## src/sv/bfuh_pkg.sv

```systemverilog
`timescale 1ns / 1ps
// Shared types and fixed constants of the universal-hash Bloom filter.
// No dependencies; used by bfuh_mul, bloom_filter_universal_hash and bfuh_check.

package bfuh_pkg;

  // Operand width of the shared multiplier. Every value that passes through it
  // (products of a coefficient and a character, running sums) stays below 2**MW.
  localparam int MW = 23;

  typedef enum logic [1:0] {
    OP_LOAD_COEF   = 2'd0,
    OP_LOAD_OFFSET = 2'd1,
    OP_INSERT      = 2'd2,
    OP_QUERY       = 2'd3
  } op_t;

  // Operand pair selected for the shared multiplier.
  typedef enum logic [2:0] {
    MS_COEF    = 3'd0,  // coefficient times character magnitude
    MS_RECIP_P = 3'd1,  // product times reciprocal of the prime
    MS_PRIME   = 3'd2,  // quotient estimate times the prime
    MS_RECIP_B = 3'd3,  // running sum times reciprocal of the table size
    MS_BITS    = 3'd4   // quotient estimate times the table size
  } mul_sel_t;

  typedef enum logic [3:0] {
    ST_CLEAR,
    ST_IDLE,
    ST_HRD,
    ST_HMUL,
    ST_HQUO,
    ST_HREM,
    ST_HACC,
    ST_BQUO,
    ST_BREM,
    ST_BACC,
    ST_BCHK,
    ST_DONE
  } state_t;

endpackage

```

## src/sv/bfuh_mul.sv

```systemverilog
`timescale 1ns / 1ps
// Shared multiplier of the Bloom filter datapath with its operand selection.
// Depends on bfuh_pkg for the operand width and the selection codes.

module bfuh_mul #(
  parameter int PRIME = 65521,
  parameter int BITS  = 16384,
  parameter int SUMW  = 22
) (
  input  bfuh_pkg::mul_sel_t          sel,
  input  logic [15:0]                 coef,
  input  logic [7:0]                  mag,
  input  logic [bfuh_pkg::MW-1:0]     prod_lo,
  input  logic [bfuh_pkg::MW-1:0]     quot,
  input  logic [SUMW-1:0]             sum,
  output logic [2*bfuh_pkg::MW-1:0]   prod
);

  localparam int MW = bfuh_pkg::MW;
  // Reciprocals scaled by 2**MW; the estimate they give is low by at most one.
  localparam int RECIP_P = (1 << MW) / PRIME;
  localparam int RECIP_B = (1 << MW) / BITS;

  logic [MW-1:0] op_a;
  logic [MW-1:0] op_b;

  always_comb begin
    unique case (sel)
      bfuh_pkg::MS_COEF: begin
        op_a = MW'(coef);
        op_b = MW'(mag);
      end
      bfuh_pkg::MS_RECIP_P: begin
        op_a = prod_lo;
        op_b = MW'(RECIP_P);
      end
      bfuh_pkg::MS_PRIME: begin
        op_a = quot;
        op_b = MW'(PRIME);
      end
      bfuh_pkg::MS_RECIP_B: begin
        op_a = MW'(sum);
        op_b = MW'(RECIP_B);
      end
      bfuh_pkg::MS_BITS: begin
        op_a = quot;
        op_b = MW'(BITS);
      end
      default: begin
        op_a = '0;
        op_b = '0;
      end
    endcase
  end

  assign prod = op_a * op_b;

endmodule

```

## config.mk

```make
export PLATFORM = sky130hd
export DESIGN_NAME = bfuh_mul
export DESIGN_NICKNAME = d
export VERILOG_FILES = /design/src/sv/bfuh_pkg.sv /design/src/sv/bfuh_mul.sv
export SDC_FILE = /design/constraint.sdc
export NUM_CORES = 1
export LEC_CHECK = 0
export ABC_AREA = 0
export BUFFER_PORTS_ARGS = -buffer_cell sky130_fd_sc_hd__buf_2
export CAP_MARGIN = 10
export CORE_MARGIN = 4
export CORE_UTILIZATION = 60
export DETAILED_ROUTE_END_ITERATION = 8
export PLACE_DENSITY = 0.82
export SLEW_MARGIN = 15
export SYNTH_ARGS = -nofsm -noshare
export SYNTH_HDL_FRONTEND = slang
export SYNTH_SLANG_ARGS = --single-unit
```

## constraint.sdc

```tcl
create_clock -name vclk -period 16.85
set_clock_uncertainty 0.1 [all_clocks]
set_input_delay 1.685 -clock vclk [all_inputs]
set_output_delay 1.685 -clock vclk [all_outputs]
set_load 0.05 [all_outputs]
```

# Word-level counts from Yosys, hierarchy flattened
# Index checks and enable logic that the tools add are counted.
# word_totals
word_cells,9
register_bits,0
inputBits,95
# op_classes
muxes,2
multipliers,1
n_reduce_logical,2
eq_ne,4
# ops
cell,n
case mux 23 bit (4 select lines),1
case mux 16 bit (5 select lines),1
multiplier 23 x 23 -> 46 bit,1
== test 3 x 2 -> 1 bit (second input constant),2
== test 3 x 1 -> 1 bit (second input constant),1
== test 3 bit (second input constant),1
zero test 3 bit,1
OR reduction 2 bit,1

# Depth between registers and ports, before layout
# depth
ltp_word,4
mapped_depth,29
ltp_nobuf,27

# Worst setup path after synthesis
# No wires, ideal clock.
# synth_timing
path_type,in2out
startpoint,input port sel[2]
endpoint,output port prod[27] (netlist name)
arrival_time_ns,8.909
cell_stages,26
n_path_buf,3
required_time_ns,15.065
setup_slack_ns,6.156
path_cell_list,clkbuf_1 -> clkbuf_1 -> nor3_1 -> and2_1 -> clkbuf_1 -> nand2_1 -> fa_1 -> inv_1 -> fa_1 -> inv_1 -> fa_1 -> inv_1 -> fa_1 -> fa_1 -> inv_1 -> fa_1 -> inv_1 -> ha_1 -> nand2_1 -> o31ai_1 -> a21oi_1 -> a21boi_1 -> o21bai_1 -> a21oi_1 -> nor2_1 -> a311oi_1
# synth_between
elab_chain_cells,4
# synth_rtl
item,line,text
"start, declared",bfuh_mul.sv:10,"input bfuh_pkg::mul_sel_t sel,"
== test 3 bit or == test 3 x 2 -> 1 bit (tied branches),bfuh_mul.sv:28,unique case (sel)
OR reduction 2 bit (no source line),--,
case mux 23 bit (4 select lines),bfuh_mul.sv:28,
multiplier 23 x 23 -> 46 bit (*),bfuh_mul.sv:56,assign prod = op_a * op_b;
"end, declared",bfuh_mul.sv:16,output logic [2*bfuh_pkg::MW-1:0] prod
# Every way passes the cells marked *; elsewhere a longest branch is shown, timed or not.

# Worst setup path after layout
# layout_timing
startpoint,input port sel[1]
endpoint,output port prod[39] (netlist name)
# The elaborated chain is that of the path after synthesis.

==> flow_metrics.tcl <==
set metrics [dict create \
    power_frac_comb_pct 100.0 \
    slew_headroom_pct 13.6 \
    nets 2057 \
    cp_max_fo 40 \
    synth.area.top_cells "fa_1, ha_1, inv_1" \
    p_sw_uw 1050 \
    wl_um 34700 \
    fill_cells 1662 \
    seq_power_share_pct 0 \
    critPathTopFamily "adder cells" \
    pwr-share-clk_pct 0 \
    ys_types 66 \
    wl_per_cell_um 19.1 \
    cp_slowest_stage_delay_ns 0.70 \
    placedCellCount 1818 \
    synth_top_area_share_pct 46.6 \
    worst_setup_path_start_kind "input port" \
    ir_drop_mv 0.604 \
    hold_depth 5 \
    yosysWarnings 0 \
    boundaryPins 141 \
    cp.depth 28 \
    antenna_found_initial 0 \
    grt_start_max_net_pins 43 \
    avgViaCountPerCell 5.65 \
    synthCells 1421 \
    dp_hpwl_um 30300 \
    p_per_area_mw_per_mm2 113 \
    regArea_um2 0 \
    yosysTopAreaCell "fa_1" \
    synth_area_mm2 0.0124 \
    hold_viol 0 \
    portBuffers 137 \
    antenna_left 0 \
    initial_core_util_pct 61.2 \
    path_buf_inv 8 \
    setup-violations-final 0 \
    drc 0 \
    avgSynthCellArea_um2 8.71 \
    rsz0062_at_grt "no" \
    fmax_mhz 84.2 \
    worst_slew_pin_slew_ns 1.29 \
    post_cts_buffers 0 \
    ctsHoldBuffers 0 \
    nClkBuffers 0 \
    syn_to_final_growth_pct 8.12 \
    cts_resized 0 \
    antennaDiodeCount 0 \
    grt_use_total_pct 31.5 \
    startpoint "sel[1]" \
    first_iter_violations 862 \
    drive_gt1_share_pct 11.8 \
    ys_seq_area_share_pct 0 \
    slew_violations 0 \
    totalNegativeSetupSlack_ns 0 \
    row_count 52 \
    hold_path.class "input port to output pin" \
    fp.dieH_um 152 \
    crit_arrival_ns 10.09 \
    gr-total-overflow 0 \
    crit_top_cell "fa_1" \
    crit_required_ns 15.06 \
    p_int_uw 472 \
    path_class "input port to output pin" \
    maxCapViolCount 0 \
    first_pass_iters 5 \
    coreArea_mm2 0.0202 \
    design.die.area_mm2 0.0230 \
    switching_share_pct 68.9 \
    n_sequential_cell 0 \
    stdcell_count 1818 \
    first_global_vias 10900 \
    die_x_um 152 \
    grt_pass1_wl_um 56000 \
    status "finished clean" \
    gp_congestion 1.01 \
    worstSetupEndpointType "output pin" \
    fin_crit_sh_pct 70.5 \
    vias 10300 \
    p_leak_uw 0.00701 \
    fin_crit_ns 11.87 \
    endpoint "prod[39]" \
    slowest_stage "o21ai_1" \
]
==> Yosys cell counts (3+ instances only) <==
master,count
a211oi_1,4
a21o_1,11
a21oi_1,43
a22oi_1,14
a31oi_1,5
and2_1,35
and3_1,5
buf_1,4
buf_2,13
buf_4,5
clkbuf_1,23
fa_1,288
ha_1,124
inv_1,366
mux2_2,9
mux2i_1,10
mux4_2,5
nand2_1,166
nand2b_1,19
nand3_1,9
nand3b_1,3
nand4_1,5
nor2_1,77
nor2b_1,22
nor3_1,9
nor4_1,3
o211ai_1,5
o21a_1,9
o21ai_0,18
o21ai_1,13
o21bai_1,6
o22a_1,6
o22ai_1,9
o311ai_2,3
or2_2,4
xnor2_1,23
xor2_1,9
==> routing by layer <==
metal / up-vias / track usage [%] / part of all wire [%]
met1: 5029 / 42.6 / 38
met2: 579 / 50.2 / 46
met4: 0 / 11.1 / 4.1
li1: 4559 / - / -
met3: 104 / 7.26 / 11
met5: - / 0 / 0
==> power groups by stage <==
stage               Sequential [uW]  Clock (uW)  Combinational (uW)
CTS                               0           0                1510
global route                      0           0                1650
floorplan                         0           0                1170
finish                            0           0                1520
detailed placement                0           0                1500
global placement                  0           0                1480
==> cells in the final DEF, fill, tap and decap left out, drive strengths merged, types with 25 or more instances in the layout <==
master  netlist  final
a21oi        44     44
nor2         78     78
ha          124    124
buf          22    149
fa          288    288
and2         36     36
o21ai        31     31
conb          2     25
inv         366    366
nand2       166    166
==> worst min-delay path by stage <==
| stage | start | to | slack (ns) |
|---|---|---|---|
| 3_5_place_dp | mag[1] | prod[1] | 3.97 |
| 3_3_place_gp | coef[0] | prod[0] | 3.94 |
| 4_1_cts | mag[1] | prod[1] | 3.97 |
| 6_report | mag[1] | prod[1] | 3.97 |
| 5_1_grt | coef[0] | prod[0] | 3.99 |
| 2_1_floorplan | mag[1] | prod[1] | 3.83 |
==> through the flow <==
step                util (%)  area, um^2  power [uW]  setup slack (ns)  hold slack, ns
global route            66.1       13400        1650              4.53            3.99
finish                  66.1       13400        1520              4.98            3.97
global placement        66.1       13400        1480              4.96            3.94
CTS                     66.1       13400        1510              5.10            3.97
detailed placement      66.1       13400        1500              5.13            3.97
floorplan                  -       12500        1170              6.16            3.83
==> area by class of cell <==
cell class         count  area (um^2)  share of cell area (%)
repair buffers       149          779                    5.82
inverters            366         1370                    10.3
well taps            270          338                    2.52
multi-input cells   1033        10900                    81.4
==> logic make-up after synthesis <==
| group | Yosys count | share of synthesized area, % |
|---|---|---|
| buf+inv | 411 | 12.7 |
| simple gates | 370 | 13.9 |
| mux | 24 | 2.54 |
| xor+xnor | 32 | 2.26 |
| other cells | 2 | 0.0607 |
| fa+ha+maj | 412 | 59.1 |
| compound gates | 170 | 9.43 |
Note: power is estimated with default switching activity, not from simulation.
